<file path="src/design/ptom_pkg.sv">
package ptom_pkg;

  localparam logic [1:0] OP_LIMIT  = 2'd0;
  localparam logic [1:0] OP_MARKET = 2'd1;
  localparam logic [1:0] OP_CANCEL = 2'd2;
  localparam logic [1:0] OP_READ   = 2'd3;

  localparam logic [1:0] ST_DONE     = 2'd0;
  localparam logic [1:0] ST_FULL     = 2'd1;
  localparam logic [1:0] ST_DISABLED = 2'd2;

  localparam logic SIDE_BUY = 1'b0;

  localparam int TAG_SPACE = 1024;

  typedef struct packed {
    logic [1:0]  operation;
    logic        side;
    logic [3:0]  trader;
    logic [9:0]  order_tag;
    logic [15:0] order_qty;
    logic [15:0] order_price;
  } order_t;

  typedef struct packed {
    logic [47:0] traded_value;
    logic [47:0] maker_total;
    logic [47:0] taker_total;
    logic [1:0]  status;
  } result_t;

  typedef struct packed {
    logic [15:0] price;
    logic [31:0] seq;
    logic [3:0]  trader;
    logic [9:0]  tag;
    logic [15:0] qty;
  } entry_t;

  typedef struct packed {
    logic       valid;
    logic [3:0] trader;
  } mark_t;

  typedef struct packed {
    logic load;
    logic mark_rec;
    logic top_rd;
    logic top_latch;
    logic remove_top;
    logic mark_clear;
    logic mul;
    logic acc;
    logic write_top;
    logic set_full;
    logic ins_start;
    logic ins_rd;
    logic ins_shift;
    logic ins_new;
    logic clear_step;
    logic finish;
  } cmd_t;

  typedef struct packed {
    logic is_read;
    logic is_cancel;
    logic enabled;
    logic match_empty;
    logic mark_valid;
    logic mark_match;
    logic price_stop;
    logic rq_zero;
    logic ins_needed;
    logic ins_full;
    logic ins_i_zero;
    logic ins_before;
    logic clear_last;
    logic out_free;
  } sts_t;

endpackage

</file>
<file path="src/design/ptom_ctrl.sv">
module ptom_ctrl (
  input  logic            clk,
  input  logic            rst,
  input  logic            order_valid,
  output logic            order_stall,
  input  ptom_pkg::sts_t  sts,
  output ptom_pkg::cmd_t  cmd
);

  localparam logic [3:0] S_CLEAR   = 4'd0;
  localparam logic [3:0] S_IDLE    = 4'd1;
  localparam logic [3:0] S_DISP    = 4'd2;
  localparam logic [3:0] S_TOP_RD  = 4'd3;
  localparam logic [3:0] S_TOP_WT  = 4'd4;
  localparam logic [3:0] S_MARK_WT = 4'd5;
  localparam logic [3:0] S_ACC     = 4'd6;
  localparam logic [3:0] S_INS_CHK = 4'd7;
  localparam logic [3:0] S_INS_RD  = 4'd8;
  localparam logic [3:0] S_INS_WT  = 4'd9;
  localparam logic [3:0] S_DONE    = 4'd10;

  logic [3:0] state, state_next;

  always_ff @(posedge clk) begin
    if (rst) begin
      state <= S_CLEAR;
    end else begin
      state <= state_next;
    end
  end

  assign order_stall = (state != S_IDLE);

  always_comb begin
    cmd = '0;
    state_next = state;
    unique case (state)
      S_CLEAR: begin
        cmd.clear_step = 1'b1;
        if (sts.clear_last) state_next = S_IDLE;
      end
      S_IDLE: begin
        if (order_valid) begin
          cmd.load = 1'b1;
          state_next = S_DISP;
        end
      end
      S_DISP: begin
        priority if (sts.is_read) begin
          state_next = S_DONE;
        end else if (sts.is_cancel) begin
          cmd.mark_rec = 1'b1;
          state_next = S_DONE;
        end else if (!sts.enabled) begin
          state_next = S_DONE;
        end else begin
          state_next = S_TOP_RD;
        end
      end
      S_TOP_RD: begin
        if (sts.match_empty) begin
          state_next = S_INS_CHK;
        end else begin
          cmd.top_rd = 1'b1;
          state_next = S_TOP_WT;
        end
      end
      S_TOP_WT: begin
        cmd.top_latch = 1'b1;
        state_next = S_MARK_WT;
      end
      S_MARK_WT: begin
        priority if (sts.mark_valid) begin
          // A cancel record at the top removes the entry or is dropped.
          if (sts.mark_match) cmd.remove_top = 1'b1;
          else cmd.mark_clear = 1'b1;
          state_next = S_TOP_RD;
        end else if (sts.price_stop) begin
          state_next = S_INS_CHK;
        end else begin
          cmd.mul = 1'b1;
          state_next = S_ACC;
        end
      end
      S_ACC: begin
        cmd.acc = 1'b1;
        if (sts.rq_zero) begin
          cmd.remove_top = 1'b1;
          state_next = S_TOP_RD;
        end else begin
          cmd.write_top = 1'b1;
          state_next = S_DONE;
        end
      end
      S_INS_CHK: begin
        priority if (!sts.ins_needed) begin
          state_next = S_DONE;
        end else if (sts.ins_full) begin
          cmd.set_full = 1'b1;
          state_next = S_DONE;
        end else begin
          cmd.ins_start = 1'b1;
          state_next = S_INS_RD;
        end
      end
      S_INS_RD: begin
        if (sts.ins_i_zero) begin
          cmd.ins_new = 1'b1;
          state_next = S_DONE;
        end else begin
          cmd.ins_rd = 1'b1;
          state_next = S_INS_WT;
        end
      end
      S_INS_WT: begin
        if (sts.ins_before) begin
          cmd.ins_shift = 1'b1;
          state_next = S_INS_RD;
        end else begin
          cmd.ins_new = 1'b1;
          state_next = S_DONE;
        end
      end
      S_DONE: begin
        if (sts.out_free) begin
          cmd.finish = 1'b1;
          state_next = S_IDLE;
        end
      end
      default: state_next = S_IDLE;
    endcase
  end

endmodule

</file>
<file path="config.mk">
export PLATFORM = sky130hd
export DESIGN_NAME = ptom_ctrl
export DESIGN_NICKNAME = d
export VERILOG_FILES = /design/src/design/ptom_pkg.sv /design/src/design/ptom_ctrl.sv
export SDC_FILE = /design/constraint.sdc
export NUM_CORES = 1
export LEC_CHECK = 0
export ABC_CLOCK_PERIOD_IN_PS = 1200
export BUFFER_PORTS_ARGS = -buffer_cell sky130_fd_sc_hd__buf_2
export CAP_MARGIN = 40
export CORE_MARGIN = 1
export CORE_UTILIZATION = 36
export CTS_CLUSTER_SIZE = 14
export DETAILED_ROUTE_END_ITERATION = 7
export GPL_TIMING_DRIVEN = 0
export PLACE_DENSITY_LB_ADDON = 0.3
export SETUP_SLACK_MARGIN = 0.2
export SLEW_MARGIN = 10
export SYNTH_ARGS = -nofsm -noshare
export SYNTH_HDL_FRONTEND = slang
export SYNTH_SLANG_ARGS = --single-unit
</file>
<file path="constraint.sdc">
create_clock -name clk -period 1.2 [get_ports clk]
set_input_delay 0.18 -clock clk [delete_from_list [all_inputs] [get_ports clk]]
set_output_delay 0.18 -clock clk [all_outputs]
set_load 0.05 [all_outputs]
</file>
==> metrics, run 1 <==
status did not finish; Fail Step clock tree synthesis (4_1_cts); Err [ERROR DPL-0038] Utilization greater than 100%, impossible to legalize; setup slack at placement -0.3239 ns; FFs w/ async S/R, synth 0%; Die X 40.21 um; cts hold-fix bufs 0; CTS sink count 4; DIE HEIGHT 40.21 um; Mapped Nets 99; post-cts sizing count 54; Post-CTS Setup Bufs 19; #FFs+latches synth 4; Syn. warnings 0; Final HPWL DP 1.445 mm; initial core utilization 39.40%; I/O pin count 34; Avg Inst Size Synth 6.409 um2; H-tree Lvls 1; PortBufs 33; Distinct cells, synth 32; CTS root buf clkbuf_4; Mapped Cells 82; top_reg_cell synth dfxtp_1; GPL Wtd Cong 0.8889; row cnt 13; netlist area before placement 525.5 um2; Post-DP Area 939.7 um2; register area share after synthesis 15.24%; Num CTS Buffers 3; number of synthesized flops with an enable pin 0; Max Buffers Root-to-Sink 2
## logic make-up after synthesis
| family | synth area share (%) |
|---|---|
| simple gates | 53.81 |
| compound gates | 24.29 |
| buf+inv | 6.668 |
| flops | 15.24 |
## synth_stat cells (all sizes together), types with 2 or more instances
cell type	count	area, um2
or3b	2	20.02
nand3b	4	30.03
nand2	12	45.04
o21ai	2	10.00
dfxtp	4	80.08
clkbuf	2	7.510
nand2b	5	31.28
inv	2	7.510
buf	4	20.02
o21bai	2	15.01
nor3	11	66.32
nor2	9	33.78
a21oi	8	43.79
## stage by stage
stage | cells | hold WS, ns | setup TNS [ns] | util [%]
floorplan | 82 | 0.2417 | -2.918 | -
global placement | 130 | 0.3975 | -3.220 | 70.45
detailed placement | 130 | 0.3984 | -3.603 | 70.45
==> run 2: changes to the inputs <==
ABC_CLOCK_PERIOD_IN_PS = 1600   (was 1200)
CORE_AREA = 2 2 63 65   (was default)
CORE_MARGIN = default   (was 1)
CORE_UTILIZATION = default   (was 36)
CTS_CLUSTER_SIZE = default   (was 14)
DIE_AREA = 0 0 65 67   (was default)
PLACE_DENSITY_LB_ADDON = 0.15   (was 0.3)
SETUP_SLACK_MARGIN = default   (was 0.2)
clock period = 1.6 ns   (was 1.2 ns; I/O delays follow)
==> run 2 against run 1 <==
The flow now finishes, with violations (negative setup slack). Synthesized cell count unchanged. Synthesized area unchanged.
==> metrics, run 2 <==
status finished, violations left; failing checks negative setup slack; peak supply drop 0.0003494 V; minimum setup slack among reg-to-reg paths 0.08 ns; top_reg_cell synth dfxtp_1; vias in the first global route 739; initial core utilization 14.57%; maxcap violations 0; final setup vio count 1; PortBufs 33; vias 793; Distinct cells, synth 32; Top reg by flops state; max reg flops 4; row cnt 22; n_diodes 0; Mapped Nets 99; cts hold-fix bufs 0; Avg Inst Size Synth 6.409 um2; Syn. warnings 0; Clock transition at path regs 0.03 ns; Fin. Hold Viols 0; worst setup margin -0.03128 ns; setup_tns -0.03128 ns; #FFs+latches synth 4; WHS Path Cells 2; crit share post-route 102.0%; largest net degree at the start of global routing 11; Num CTS Buffers 3; register area share after synthesis 15.24%; most common cell after layout, fill and taps aside buf_2; maximum fanout along the worst path 7; RSZ-0062 raised after global routing true; Slew Viols, Final 0; dominant cells by area after synthesis dfxtp_1 15%, nor3_1 9.5%, nand2_1 8.6%; hold_sp rst; Tmin final 1.631 ns; CTS root buf clkbuf_8; Highest Clock Rate 613.0 MHz; FF-to-FF End state[0]$_SDFFE_PP0P_; first-pass GRT wire length 3.470 mm; netlist area before placement 525.5 um2; CTS tree built; ratio of cells with drive above 1 in the final layout 62.31%; Max Buffers Root-to-Sink 2; CP arrival 1.39 ns; Die X 65 um; core box area 3606 um2; worst rel slew slack 79.55%; Critical R2R Launch state[3]$_SDFFE_PP0P_; Mapped Cells 82; Slew @ Worst Pin 0.3035 ns; most frequent cells in the layout 19 x buf_2, 16 x buf_4, 11 x buf_6, 11 x nand2_1, 7 x nor2_2; Worst Path Class, Setup reg2out; Multi-input gate area 535.5 um2; Worst Skew 0.003679 ns; Area Growth Syn to Fin 117.6%; Synth top cells by count 12 x nand2_1, 10 x nor3_1, 9 x nor2_1; CP Data Required Time 1.36 ns; grt ovf 0; WL final 2.251 mm; worst skew pair latency 0.22 ns; CTS sink count 4; nets 149; largest area contributor in the netlist dfxtp_1; Fill cells 388; share of the synthesized area in the top cell type 15.24%; total leakage power 0.4689 nW; PwrDens 590.6 nW/um2; number of synthesized flops with an enable pin 0; die area 4355 um2; HP Class in2reg; biggest regs state (4); Register Area 92.59 um2; Pre-antenna DRT Iters 4; GPL Wtd Cong 0.8159; I/O pin count 34; setup slack at placement -0.3390 ns; worst r2r path cells 5; initial antenna violation count 0; count leader, synth nand2_1; post-DR wirelength/cell 12.65 um; H-tree Lvls 1; FFs w/ async S/R, synth 0%; crit end category primary output; remaining antenna violation count 0; Worst setup SP type flop; Final HPWL DP 1.619 mm; DRT iter0 DRCs 15; vias per std cell 4.455; DIE HEIGHT 67 um; Total GRT Usage 10.29%; drt drc 0; worst hold endpoint state[3]$_SDFFE_PP0P_
-- run 2: cell counts after synthesis --
No cell type changed its count.
-- run 2: kinds of logic after synthesis --
logic type	Yosys count	synth area share, %
buf+inv	8	6.668
flops	4	15.24
compound gates	19	24.29
simple gates	51	53.81
-- run 2: per-layer routing --
layer | track usage (%) | part of all wire, %
met1 | 12.70 | 45
met2 | 17.27 | 49
met3 | 3.885 | 6.3
met4 | 1.596 | 0
met5 | 0 | 0
-- run 2: report_power, final --
part | total [W] | internal [W] | switching [W]
clock network | 0.000209 | 0.000160 | 0.0000486
registers | 0.000115 | 0.000107 | 0.00000811
logic | 0.000352 | 0.000155 | 0.000197
total | 0.000675 | 0.000422 | 0.000254
-- run 2: cell type report --
type                       instances  area share [%]
buffer                             6           7.221
sequential                         4           8.096
inverter                           2          0.6565
multi-input combinational         70           46.83
tap                               48           5.252
timing repair buffer              45           28.34
clock buffer                       3           3.610
-- run 2: worst max-delay path by stage --
stage	start	end	slack (ns)	cells after the start
after detailed placement	state[2]$_SDFFE_PP0P_	cmd[10]	-0.34	4
after global placement	state[1]$_SDFFE_PP0P_	cmd[11]	-0.33	5
final	state[1]$_SDFFE_PP0P_	cmd[11]	-0.03	5
after floorplan	state[1]$_SDFFE_PP0P_	state[0]$_SDFFE_PP0P_	-0.24	5
after global routing	state[1]$_SDFFE_PP0P_	cmd[11]	-0.07	5
after CTS	state[0]$_SDFFE_PP0P_	cmd[11]	-0.04	5
-- run 2: stage by stage --
step	hold slack [ns]	util, %	area, um2	power (W)	std cells
final	0.2565	31.71	1144	0.0006754	178
after floorplan	0.3091	-	619.3	0.0002997	82
after global routing	0.2725	31.71	1144	0.0007151	178
after detailed placement	0.4749	23.42	844.6	0.0003748	163
after global placement	0.4854	23.42	844.6	0.0003755	163
after CTS	0.2430	28.76	1037	0.0006401	170
-- run 2: what timing repair did --
action,in CTS,in global routing
resized for setup,39,17
pin swaps,3,3
endpoints found under the hold margin,0,0
setup buffers,4,7
cloned,0,1
endpoints found under the setup margin,17,13
-- run 2: critical path, cell delays in order (launching register included) --
cell and delay [ns]:
dfxtp_2 0.32, buf_6 0.13, clkbuf_16 0.15, nand4b_1 0.22, a21oi_4 0.18, buf_6 0.17
Power figures use the tool's default switching activity.
==> run 3: changes to the inputs <==
ABC_CLOCK_PERIOD_IN_PS = 1650   (was 1600)
CTS_BUF_LIST = sky130_fd_sc_hd__clkbuf_4   (was default)
clock period = 1.65 ns   (was 1.6 ns; I/O delays follow)
==> run 3 against run 2 <==
Die area did not move. Design area down 6.6%. Highest routed layer is now met4. Hold slack got worse by 0.016 ns. Critical path depth stayed put. The run now ends clean.
==> metrics, run 3 (synthesis results as in run 2) <==
post-DR wirelength/cell 12.36 um; crit path to cmd[11]; Int Pwr 0.0003146 W; worst skew pair latency 0.23 ns; Die X 65 um; Area Growth Syn to Fin 103.3%; worst setup margin 0.01109 ns; core box area 3606 um2; initial antenna violation count 0; most common cell after layout, fill and taps aside buf_2; Fin. Hold Viols 0; Slew @ Worst Pin 0.3341 ns; grt ovf 0; vias 756; critical path launch point state[1]$_SDFFE_PP0P_; most frequent cells in the layout 20 x buf_2, 11 x nand2_1, 10 x buf_6; PortBufs 33; Worst setup SP type flop; H-tree Lvls 1; status finished clean; total leakage power 0.4437 nW; Total GRT Usage 10.28%; NetSw 0.0002295 W; RSZ-0062 raised after global routing true; DIE HEIGHT 67 um; Final Util 29.63%; Slew Viols, Final 0; Worst Path Class, Setup reg2out; vias in the first global route 739; FF-to-FF End state[0]$_SDFFE_PP0P_; CP max stage delay 0.32 ns; biggest regs state (4); worst r2r path cells 4; Crit-path slowest cell dfxtp_2; CTS tree built; HP Class in2reg; crit share post-route 99.33%; CP arrival 1.39 ns; largest net degree at the start of global routing 11; die area 4355 um2; Clock transition at path regs 0.04 ns; Tmin final 1.639 ns; Top reg by flops state; vias per std cell 4.395; n_diodes 0; crit-path cells buf_6, clkbuf_16, nand4b_1, a21oi_1, buf_4; ratio of cells with drive above 1 in the final layout 58.87%; Comb power frac 57.2%; drt drc 0; minimum setup slack among reg-to-reg paths 0.27 ns; row cnt 22; hold_sp rst; Pre-antenna DRT Iters 4; I/O pin count 34; first-pass GRT wire length 3.484 mm; WL final 2.126 mm; maximum fanout along the worst path 7; final setup vio count 0; setup slack at placement -0.2081 ns; maxcap violations 0; setup_tns 0 ns; Critical R2R Launch state[3]$_SDFFE_PP0P_; remaining antenna violation count 0; peak supply drop 0.0002831 V; Highest Clock Rate 610.2 MHz; initial core utilization 14.57%; sw frac 42.19%; GPL Wtd Cong 0.8101; Max Buffers Root-to-Sink 2; PwrDens 509.2 nW/um2; CP Data Required Time 1.40 ns; CTS root buf clkbuf_4; Sequential Power Share 20.8%; worst rel slew slack 77.49%; crit end category primary output; DRT iter0 DRCs 29; Num CTS Buffers 3; Worst Skew 0.001217 ns; clock share of power 22.0%; cts hold-fix bufs 0; CTS sink count 4; Final HPWL DP 1.511 mm; nets 143; max reg flops 4
==> run 3: changes by cell type in the layout (fill, tap and decap cells not counted), sizes merged <==
cell / change
buf: -6
==> run 3: worst min-delay path by stage <==
stage	slack, ns	cells past startpoint	to
3_5_place_dp	0.49	2	state[3]$_SDFFE_PP0P_
2_1_floorplan	0.31	1	state[0]$_SDFFE_PP0P_
3_3_place_gp	0.49	2	state[3]$_SDFFE_PP0P_
4_1_cts	0.23	2	state[3]$_SDFFE_PP0P_
6_report	0.24	2	state[3]$_SDFFE_PP0P_
5_1_grt	0.23	2	state[0]$_SDFFE_PP0P_
==> run 3: power by group through the flow <==
stage          logic [W]  clock network (W)  registers [W]
2_1_floorplan   0.000178                  0       0.000115
3_3_place_gp    0.000245                  0       0.000121
3_5_place_dp    0.000244                  0       0.000120
4_1_cts         0.000290           0.000127       0.000112
5_1_grt         0.000334           0.000141       0.000114
6_report        0.000311           0.000120       0.000113
==> run 3: layout make-up <==
cell class	instances	area [um2]
timing repair buffer	39	279.0
fill	400	2537
sequential	4	92.59
buffer	6	86.33
clock buffer	3	22.52
multi-input combinational	70	520.5
inverter	2	7.507
tap	48	60.06
==> run 3: metal layers <==
| layer | global-route usage, % | wire (um) | up-vias |
|---|---|---|---|
| met3 | 3.378 | 158 | 2 |
| li1 | - | - | 381 |
| met4 | 1.596 | 18 | 0 |
| met2 | 16.62 | 979 | 27 |
| met1 | 13.47 | 969 | 346 |
| met5 | 0 | 0 | - |
==> run 3: worst max-delay path, delay by kind of cell, from the launching register on <==
kind                   cells  cell delay [ns]
buffers and inverters      3             0.51
DFF                        1             0.32
and+or+nand+nor            1             0.16
AOI/OAI and AO/OA          1             0.16
==> run 3: timing repair <==
action / in CTS / in global routing
endpoints found under the setup margin: 17 / 14
pin swaps: 3 / 2
gates resized for setup: 37 / 18
cloned: 0 / 1
setup buffers: 2 / 3
==> run 3: metrics by stage <==
step	hold WS [ns]	total power, W	std cells	instance area (um2)
after floorplan	0.3122	0.0002927	82	611.8
after global placement	0.4937	0.0003662	163	837.1
after detailed placement	0.4888	0.0003640	163	837.1
after CTS	0.2291	0.0005289	168	988.4
after global routing	0.2289	0.0005892	172	1069
final	0.2406	0.0005441	172	1069
